$ cat config.mk
export PLATFORM = sky130hd
export DESIGN_NAME = plain_column_value_decoder
export DESIGN_NICKNAME = d
export VERILOG_FILES = /design/src/rtl/pcvd_pkg.sv /design/src/rtl/plain_column_value_decoder.sv /design/src/rtl/pcvd_decode.sv
export SDC_FILE = /design/constraint.sdc
export NUM_CORES = 1
export LEC_CHECK = 0
export ABC_CLOCK_PERIOD_IN_PS = 6500
export BUFFER_PORTS_ARGS = -buffer_cell sky130_fd_sc_hd__clkbuf_2
export CORE_MARGIN = 2
export CORE_UTILIZATION = 50
export DETAILED_ROUTE_END_ITERATION = 16
export PLACE_DENSITY = 0.7
export SETUP_SLACK_MARGIN = 0.3
export SYNTH_ARGS = -nofsm -noshare
export SYNTH_HDL_FRONTEND = slang
export SYNTH_SLANG_ARGS = --single-unit
$ cat constraint.sdc
create_clock -name clk -period 6.5 [get_ports clk]
set_input_delay 1.3 -clock clk [delete_from_list [all_inputs] [get_ports clk]]
set_output_delay 1.3 -clock clk [all_outputs]
set_load 0.05 [all_outputs]
$ cat src/rtl/pcvd_pkg.sv
`timescale 1ns / 1ps
`default_nettype none

package pcvd_pkg;

	localparam int BYTE_W  = 8;
	localparam int WORD_W  = 64;
	localparam int COUNT_W = 31;
	localparam int TYPE_W  = 3;
	localparam int BEAT_W  = 4;   // width of the per-byte beat count: up to eight values plus a status

	// value_type codes
	localparam logic [TYPE_W-1:0] TYPE_INT32   = 3'd0;
	localparam logic [TYPE_W-1:0] TYPE_INT64   = 3'd1;
	localparam logic [TYPE_W-1:0] TYPE_BYTES   = 3'd2;
	localparam logic [TYPE_W-1:0] TYPE_BOOL    = 3'd3;
	localparam logic [TYPE_W-1:0] TYPE_FLOAT32 = 3'd4;
	localparam logic [TYPE_W-1:0] TYPE_FLOAT64 = 3'd5;

	// configuration register indexes
	localparam logic REG_VALUE_TYPE  = 1'b0;
	localparam logic REG_VALUE_COUNT = 1'b1;

	typedef enum logic [1:0] {
		KIND_FIXED  = 2'd0,
		KIND_SBYTE  = 2'd1,
		KIND_EMPTY  = 2'd2,
		KIND_STATUS = 2'd3
	} kind_t;

	typedef struct packed {
		logic [WORD_W-1:0]  word_shift;
		logic [2:0]         byte_position;
		logic [COUNT_W-1:0] values_done;
		logic [COUNT_W-1:0] string_remaining;
		logic               in_payload;
		logic               halted;
	} dec_state_t;

	// Results caused by one input byte: nmain value beats, then optionally a status beat.
	typedef struct packed {
		logic [BEAT_W-1:0] nmain;
		logic              is_bool;
		kind_t             kind;
		logic [WORD_W-1:0] value;
		logic              slast;
		logic              has_status;
		logic              ok;
	} bundle_t;

endpackage

`default_nettype wire

$ cat src/rtl/plain_column_value_decoder.sv
`timescale 1ns / 1ps
`default_nettype none

// Plain column value decoder.
// Input stream (s_axis): one page data byte per beat, tlast on the final byte of the
// chunk. Output stream (m_axis): decoded values; tuser gives the result kind (fixed
// value, string byte, empty string, final status), tlast marks the last byte of a
// byte array, tdata carries the raw value and the success flag of a status beat.
// value_type and value_count are set through the cfg write port while idle.
// Input bytes land in a two-entry skid queue, so s_axis_tready is a registered signal.
// The decoder takes one byte per cycle from the queue whenever the output register is
// free, and loads its results into the output register.
// Throughput: one byte per cycle when each byte makes at most one result. A byte
// makes up to nine beats (eight booleans plus a status on tlast); the output register
// drains one beat per cycle and the queue holds further bytes meanwhile.
// Bytes that only gather part of a word or length produce no beat.
// m_axis_tready low freezes the output beat; input keeps flowing until the queue fills.
// Reset clears registers, decode state, skid queue and output valid; no clearing pass.
// After each status beat the decode state starts afresh; registers are kept.
module plain_column_value_decoder import pcvd_pkg::*; (
	input  wire logic               clk,
	input  wire logic               arst_n,
	// configuration
	input  wire logic               cfg_we,
	input  wire logic               cfg_index,
	input  wire logic [COUNT_W-1:0] cfg_data,
	// input beats
	input  wire logic               s_axis_tvalid,
	output logic                    s_axis_tready,
	input  wire logic [7:0]         s_axis_tdata,   // [7:0] data_byte
	input  wire logic               s_axis_tlast,   // chunk_end
	// output beats
	output logic                    m_axis_tvalid,
	input  wire logic               m_axis_tready,
	output logic [71:0]             m_axis_tdata,   // [63:0] value, [64] success, zero pad
	output logic                    m_axis_tlast,   // string_last
	output logic [1:0]              m_axis_tuser    // [1:0] kind
);

	// configuration registers
	logic [TYPE_W-1:0]  value_type_q;
	logic [COUNT_W-1:0] value_count_q;

	always_ff @(posedge clk or negedge arst_n) begin
		if (!arst_n) begin
			value_type_q  <= '0;
			value_count_q <= '0;
		end else if (cfg_we) begin
			unique case (cfg_index)
				REG_VALUE_TYPE:  value_type_q  <= cfg_data[TYPE_W-1:0];
				REG_VALUE_COUNT: value_count_q <= cfg_data;
				default: begin
				end
			endcase
		end
	end

	// two-entry skid queue on the input
	logic [1:0]        q_cnt_q;
	logic [BYTE_W-1:0] q_byte0_q, q_byte1_q;
	logic              q_end0_q, q_end1_q;
	logic              push, pop;
	logic [1:0]        wr_slot;

	// output register state
	logic              b_valid_q;
	bundle_t           b_q;
	logic [BEAT_W-1:0] idx_q;
	logic [BEAT_W-1:0] total;
	logic              main_beat, last_beat, b_free;

	assign s_axis_tready = (q_cnt_q != 2'd2);
	assign push          = s_axis_tvalid && s_axis_tready;
	assign pop           = (q_cnt_q != 2'd0) && b_free;
	assign wr_slot       = q_cnt_q - {1'b0, pop};

	always_ff @(posedge clk or negedge arst_n) begin
		if (!arst_n) begin
			q_cnt_q <= '0;
		end else begin
			q_cnt_q <= q_cnt_q + {1'b0, push} - {1'b0, pop};
		end
	end

	always_ff @(posedge clk) begin
		if (pop && q_cnt_q == 2'd2) begin
			q_byte0_q <= q_byte1_q;
			q_end0_q  <= q_end1_q;
		end
		if (push && wr_slot == 2'd0) begin
			q_byte0_q <= s_axis_tdata;
			q_end0_q  <= s_axis_tlast;
		end else if (push && wr_slot == 2'd1) begin
			q_byte1_q <= s_axis_tdata;
			q_end1_q  <= s_axis_tlast;
		end
	end

	// decode the head byte against the running state
	dec_state_t st_q, st_next;
	bundle_t    b_next;

	pcvd_decode u_decode (
		.cfg_type  (value_type_q),
		.cfg_count (value_count_q),
		.data_byte (q_byte0_q),
		.chunk_end (q_end0_q),
		.cur       (st_q),
		.nxt       (st_next),
		.bnd       (b_next)
	);

	always_ff @(posedge clk or negedge arst_n) begin
		if (!arst_n) begin
			st_q <= '0;
		end else if (pop) begin
			st_q <= st_next;
		end
	end

	// output register: drains the bundle one beat per cycle while m_axis_tready is high
	assign total     = b_q.nmain + BEAT_W'(b_q.has_status);
	assign last_beat = (idx_q + BEAT_W'(1)) == total;
	assign b_free    = !b_valid_q || (m_axis_tready && last_beat);
	assign main_beat = idx_q < b_q.nmain;

	always_ff @(posedge clk or negedge arst_n) begin
		if (!arst_n) begin
			b_valid_q <= 1'b0;
			idx_q     <= '0;
		end else if (b_free) begin
			b_valid_q <= pop && (b_next.nmain != '0 || b_next.has_status);
			idx_q     <= '0;
		end else if (m_axis_tready) begin
			idx_q <= idx_q + BEAT_W'(1);
		end
	end

	always_ff @(posedge clk) begin
		if (b_free && pop) begin
			b_q <= b_next;
		end
	end

	// booleans come LSB first out of the stored byte
	always_comb begin
		m_axis_tvalid = b_valid_q;
		m_axis_tdata  = '0;
		m_axis_tlast  = 1'b0;
		m_axis_tuser  = KIND_STATUS;
		if (main_beat) begin
			m_axis_tuser = b_q.kind;
			m_axis_tlast = b_q.slast;
			if (b_q.is_bool) begin
				m_axis_tdata[0] = b_q.value[idx_q[2:0]];
			end else begin
				m_axis_tdata[WORD_W-1:0] = b_q.value;
			end
		end else begin
			m_axis_tdata[WORD_W] = b_q.ok;
		end
	end

	// checks
	a_bundle_nonempty: assert property (@(posedge clk) disable iff (!arst_n)
		b_valid_q |-> total != '0)
		else $error("output bundle holds no beat");

	a_single_unless_bool: assert property (@(posedge clk) disable iff (!arst_n)
		b_valid_q && !b_q.is_bool |-> b_q.nmain <= BEAT_W'(1))
		else $error("several value beats from a non-boolean byte");

	a_payload_owed: assert property (@(posedge clk) disable iff (!arst_n)
		st_q.in_payload |-> st_q.string_remaining != '0)
		else $error("string payload active with nothing owed");

	a_halted_silent: assert property (@(posedge clk) disable iff (!arst_n)
		pop && st_q.halted |-> b_next.nmain == '0)
		else $error("value produced after decoding stopped");

endmodule

`default_nettype wire

$ cat src/rtl/pcvd_decode.sv
`timescale 1ns / 1ps
`default_nettype none

module pcvd_decode import pcvd_pkg::*; (
	input  wire logic [TYPE_W-1:0]  cfg_type,
	input  wire logic [COUNT_W-1:0] cfg_count,
	input  wire logic [BYTE_W-1:0]  data_byte,
	input  wire logic               chunk_end,
	input  wire dec_state_t         cur,
	output dec_state_t              nxt,
	output bundle_t                 bnd
);

	logic [WORD_W-1:0]  sh;
	logic [2:0]         pos_inc;
	logic               active;
	logic [COUNT_W-1:0] left;
	logic [BEAT_W-1:0]  cnt;
	logic [COUNT_W-1:0] rem_dec;
	logic [31:0]        len;

	always_comb begin
		sh      = cur.word_shift | (WORD_W'(data_byte) << {cur.byte_position, 3'b000});
		pos_inc = cur.byte_position + 3'd1;
		active  = !cur.halted && (cur.values_done < cfg_count);
		left    = cfg_count - cur.values_done;
		cnt     = (left < COUNT_W'(8)) ? left[BEAT_W-1:0] : BEAT_W'(8);
		rem_dec = cur.string_remaining - COUNT_W'(1);
		len     = sh[31:0];

		nxt = cur;
		bnd = '0;
		bnd.kind = KIND_FIXED;

		if (active) begin
			unique case (cfg_type) inside
				TYPE_INT32, TYPE_FLOAT32: begin
					if (cur.byte_position >= 3'd3) begin
						bnd.nmain         = BEAT_W'(1);
						bnd.value         = {32'b0, sh[31:0]};
						nxt.word_shift    = '0;
						nxt.byte_position = '0;
						nxt.values_done   = cur.values_done + COUNT_W'(1);
					end else begin
						nxt.word_shift    = sh;
						nxt.byte_position = pos_inc;
					end
				end
				TYPE_INT64, TYPE_FLOAT64: begin
					if (cur.byte_position == 3'd7) begin
						bnd.nmain         = BEAT_W'(1);
						bnd.value         = sh;
						nxt.word_shift    = '0;
						nxt.byte_position = '0;
						nxt.values_done   = cur.values_done + COUNT_W'(1);
					end else begin
						nxt.word_shift    = sh;
						nxt.byte_position = pos_inc;
					end
				end
				TYPE_BYTES: begin
					if (cur.in_payload) begin
						nxt.string_remaining = rem_dec;
						bnd.nmain            = BEAT_W'(1);
						bnd.kind             = KIND_SBYTE;
						bnd.value            = WORD_W'(data_byte);
						bnd.slast            = (rem_dec == '0);
						if (rem_dec == '0) begin
							nxt.in_payload  = 1'b0;
							nxt.values_done = cur.values_done + COUNT_W'(1);
						end
					end else if (cur.byte_position >= 3'd3) begin
						nxt.word_shift    = '0;
						nxt.byte_position = '0;
						if (len[31]) begin
							nxt.halted = 1'b1;
						end else if (len == 32'd0) begin
							bnd.nmain       = BEAT_W'(1);
							bnd.kind        = KIND_EMPTY;
							nxt.values_done = cur.values_done + COUNT_W'(1);
						end else begin
							nxt.string_remaining = len[COUNT_W-1:0];
							nxt.in_payload       = 1'b1;
						end
					end else begin
						nxt.word_shift    = sh;
						nxt.byte_position = pos_inc;
					end
				end
				TYPE_BOOL: begin
					bnd.nmain       = cnt;
					bnd.is_bool     = 1'b1;
					bnd.value       = WORD_W'(data_byte);
					nxt.values_done = cur.values_done + COUNT_W'(cnt);
				end
				default: begin
				end
			endcase
		end

		if (chunk_end) begin
			bnd.has_status = 1'b1;
			bnd.ok         = (cfg_type <= TYPE_FLOAT64) && !nxt.halted &&
			                 (nxt.values_done == cfg_count);
			nxt            = '0;
		end
	end

endmodule

`default_nettype wire

==> out/qor.csv <==
metric,value,unit
status,"complete, but fails checks",
violations,negative setup slack,
final_cells,2942,
place_ws,-0.451,ns
drtIter0Drc,2217,
synth.distinct_cells,100,
max-vdd-ir-drop,0.268,mV
ys.flop_type,dfrtp_1,
avgViaCountPerCell,6.44,
fillerInstances,3168,
r2r-start,st_q[43],
cp-start-kind,flop,
cp-startpoint,st_q[43],
ioPinCount,123,
rows,70,
port_buffers,115,
p_leak,9.43,nW
die_w,196,um
synthCells,2155,
worstMarginPinSlew,1.26,ns
grt_max_degree,108,
dpl.cell_count,2866,
critPathCapture,b_q[0],
die-area,0.0386,mm2
setup_viol,1,
cts_tree,done,
clk_pin_slew,0.06,ns
die_h,196,um
initial_core_util,50.7,%
gr-total-overflow,0,
yosysTopAreaCellShare,23.2,%
crit_slowest_cell,or3b_4,
critPathKind,reg -> reg,
crit_family,simple AND/OR/NAND/NOR gates,
drv_cap,0,
drv_slew,0,
hpwl,56100,um
drc_errors,0,
crit_arrival,7.13,ns
synth_area,0.0185,mm2
slew_headroom,16.1,%
yosys_warnings,0,
required,6.92,ns
finalCriticalPeriod,6.71,ns
synthArstFlopShare,65.2,%
dr_total_vias,19000,
final_antenna_net_count,0,
clkSinkCount,264,
first_global_vias,18500,
wl_per_cell,25.3,um
synth_top_area_cell,dfrtp_1,
cp_num_buf_inv,3,
holdWs,0.484,ns
drive_gt1_share,25.9,%
worst_slack,-0.213,ns
cts_made_buffers,30,
core_area,0.0365,mm2
r2r_setup_slack,-0.21,ns
nets,2549,
grt_pass1_wl,112000,um
timing.rr.end,b_q[0],
final_cell_mix,"292 x buf_4, 216 x nor2_1, 188 x a21oi_1, 171 x dfrtp_1, 164 x nand2_1",
timing.final.crit_share,103,%
avgSynthCellArea,8.59,um2
critPathMaxFanout,4,
hold_path.class,reg -> reg,
synthToLayoutAreaGrowth,23.6,%
synth-seq-cells,264,
hold_viol,0,
ctsHoldBuffers,0,
yosysSeqAreaShare,38.2,%
final_common_cell,buf_4,
r2r_cells,27,
grt_setup_unrepaired,yes,
antenna_cells,0,
seqCellArea,0.00707,mm2
clock_tree.buffer_depth,3,
clock_latency,0.60,ns
multiInputGateArea,0.0111,mm2
cts_max_level,1,
fin_skew,0.0151,ns
cp-end-kind,flop,
antenna_found_initial,0,
synth-edff-count,92,
powerDensity,449,mW/mm2
drt_first_pass_iters,6,
routabilityCongestion,1.10,
cpPeakStageDelay,0.46,ns
synth_area_leaders,"dfrtp_1 23%, edfxtp_1 15%, a21oi_1 5.3%",
cpMostUsedCell,nand4_1,
root_buffer,clkbuf_16,
wl,74500,um
path_depth,27,
grtUsageTotal,38.2,%
fmax,149,MHz
-- cell type report --
| class | instances | area share (%) |
|---|---|---|
| Multi-Input combinational cell | 1666 | 48.5 |
| Tap cell | 468 | 2.56 |
| Clock inverter | 15 | 0.618 |
| Inverter | 71 | 1.18 |
| Sequential cell | 264 | 30.9 |
| Timing Repair Buffer | 417 | 12.6 |
| Clock buffer | 41 | 3.68 |
-- worst min-delay path by stage --
stage                     startpoint        to  slack (ns)  cells after the start
after CTS                   st_q[72]  st_q[72]        0.48                      2
after detailed placement    st_q[80]  st_q[80]        0.47                      2
after global placement      st_q[73]  st_q[73]        0.46                      2
final                       st_q[73]  st_q[73]        0.48                      2
after floorplan             st_q[72]  st_q[72]        0.45                      2
after global routing        st_q[73]  st_q[73]        0.50                      2
-- synthesized netlist by cell type, drive strengths merged (8+ instances only) --
cell type	instances
a2111oi	9
a211oi	17
a21o	20
a21oi	198
a22o	21
a31oi	30
and2	68
and3	18
buf	29
clkbuf	131
dfrtp	172
edfxtp	92
ha	51
inv	68
mux2	48
mux2i	13
nand2	166
nand2b	16
nand3	54
nand4	50
nor2	218
nor2b	21
nor3	81
nor4	44
o211a	8
o211ai	23
o21a	12
o21ai	131
o21bai	8
o22ai	29
o31a	8
o31ai	45
or3	25
or4	26
xnor2	38
xor2	24
-- registers in the layout (all words and copies together) (netlist names), 2 cells and up --
| signal | flops |
|---|---|
| b_q | 74 |
| idx_q | 4 |
| q_byte0_q | 8 |
| q_byte1_q | 8 |
| q_cnt_q | 2 |
| st_q | 131 |
| value_count_q | 31 |
| value_type_q | 3 |
-- worst reg2reg max path, delay by kind of cell, from the launching register on --
family / cells / cell delay, ns
adders and majority gates: 2 / 0.59
DFF: 1 / 0.39
xor gates and xnor gates: 1 / 0.19
buffers and inverters: 3 / 0.41
muxes: 2 / 0.45
AOI/OAI and AO/OA: 9 / 2.16
and+or+nand+nor: 10 / 2.33
-- stage by stage --
step / cell area [um2] / util, % / TNS, ns / power, W
after floorplan: 18700 / - / 0 / 0.00582
after global placement: 21300 / 58.3 / -0.263 / 0.00817
after detailed placement: 21300 / 58.3 / -0.451 / 0.00823
after CTS: 22500 / 61.7 / -0.223 / 0.0100
after global routing: 22900 / 62.7 / -0.444 / 0.0107
final: 22900 / 62.7 / -0.213 / 0.0103
-- metal layers --
metal | up-vias | wire length (um) | global-route usage [%]
met5 | - | 0 | 0
met3 | 253 | 5380 | 5.03
met2 | 1002 | 34700 | 62.0
li1 | 8616 | - | -
met1 | 9087 | 28700 | 47.7
met4 | 0 | 5690 | 25.9
-- timing repair --
action,in CTS,in global routing
resized for setup,39,55
pin swaps,23,40
setup buffers,11,8
setup endpoints to repair,1,5
-- cell families after synthesis --
kind of cell | share of synthesized area [%]
AND/OR/NAND/NOR | 23.3
flip-flops | 38.2
buffers and inverters | 5.05
adder cells (fa/ha/maj) | 3.66
multiplexers | 3.87
XOR/XNOR | 2.93
other | 0.0203
AO/OA/AOI/OAI | 23.0
-- where the power goes --
group	switching [W]	internal, W	leakage [nW]
Sequential	0.000317	0.00219	3.12
Combinational	0.00400	0.00207	5.83
Clock	0.000738	0.000955	0.477
(Power assumes the default switching activity.)
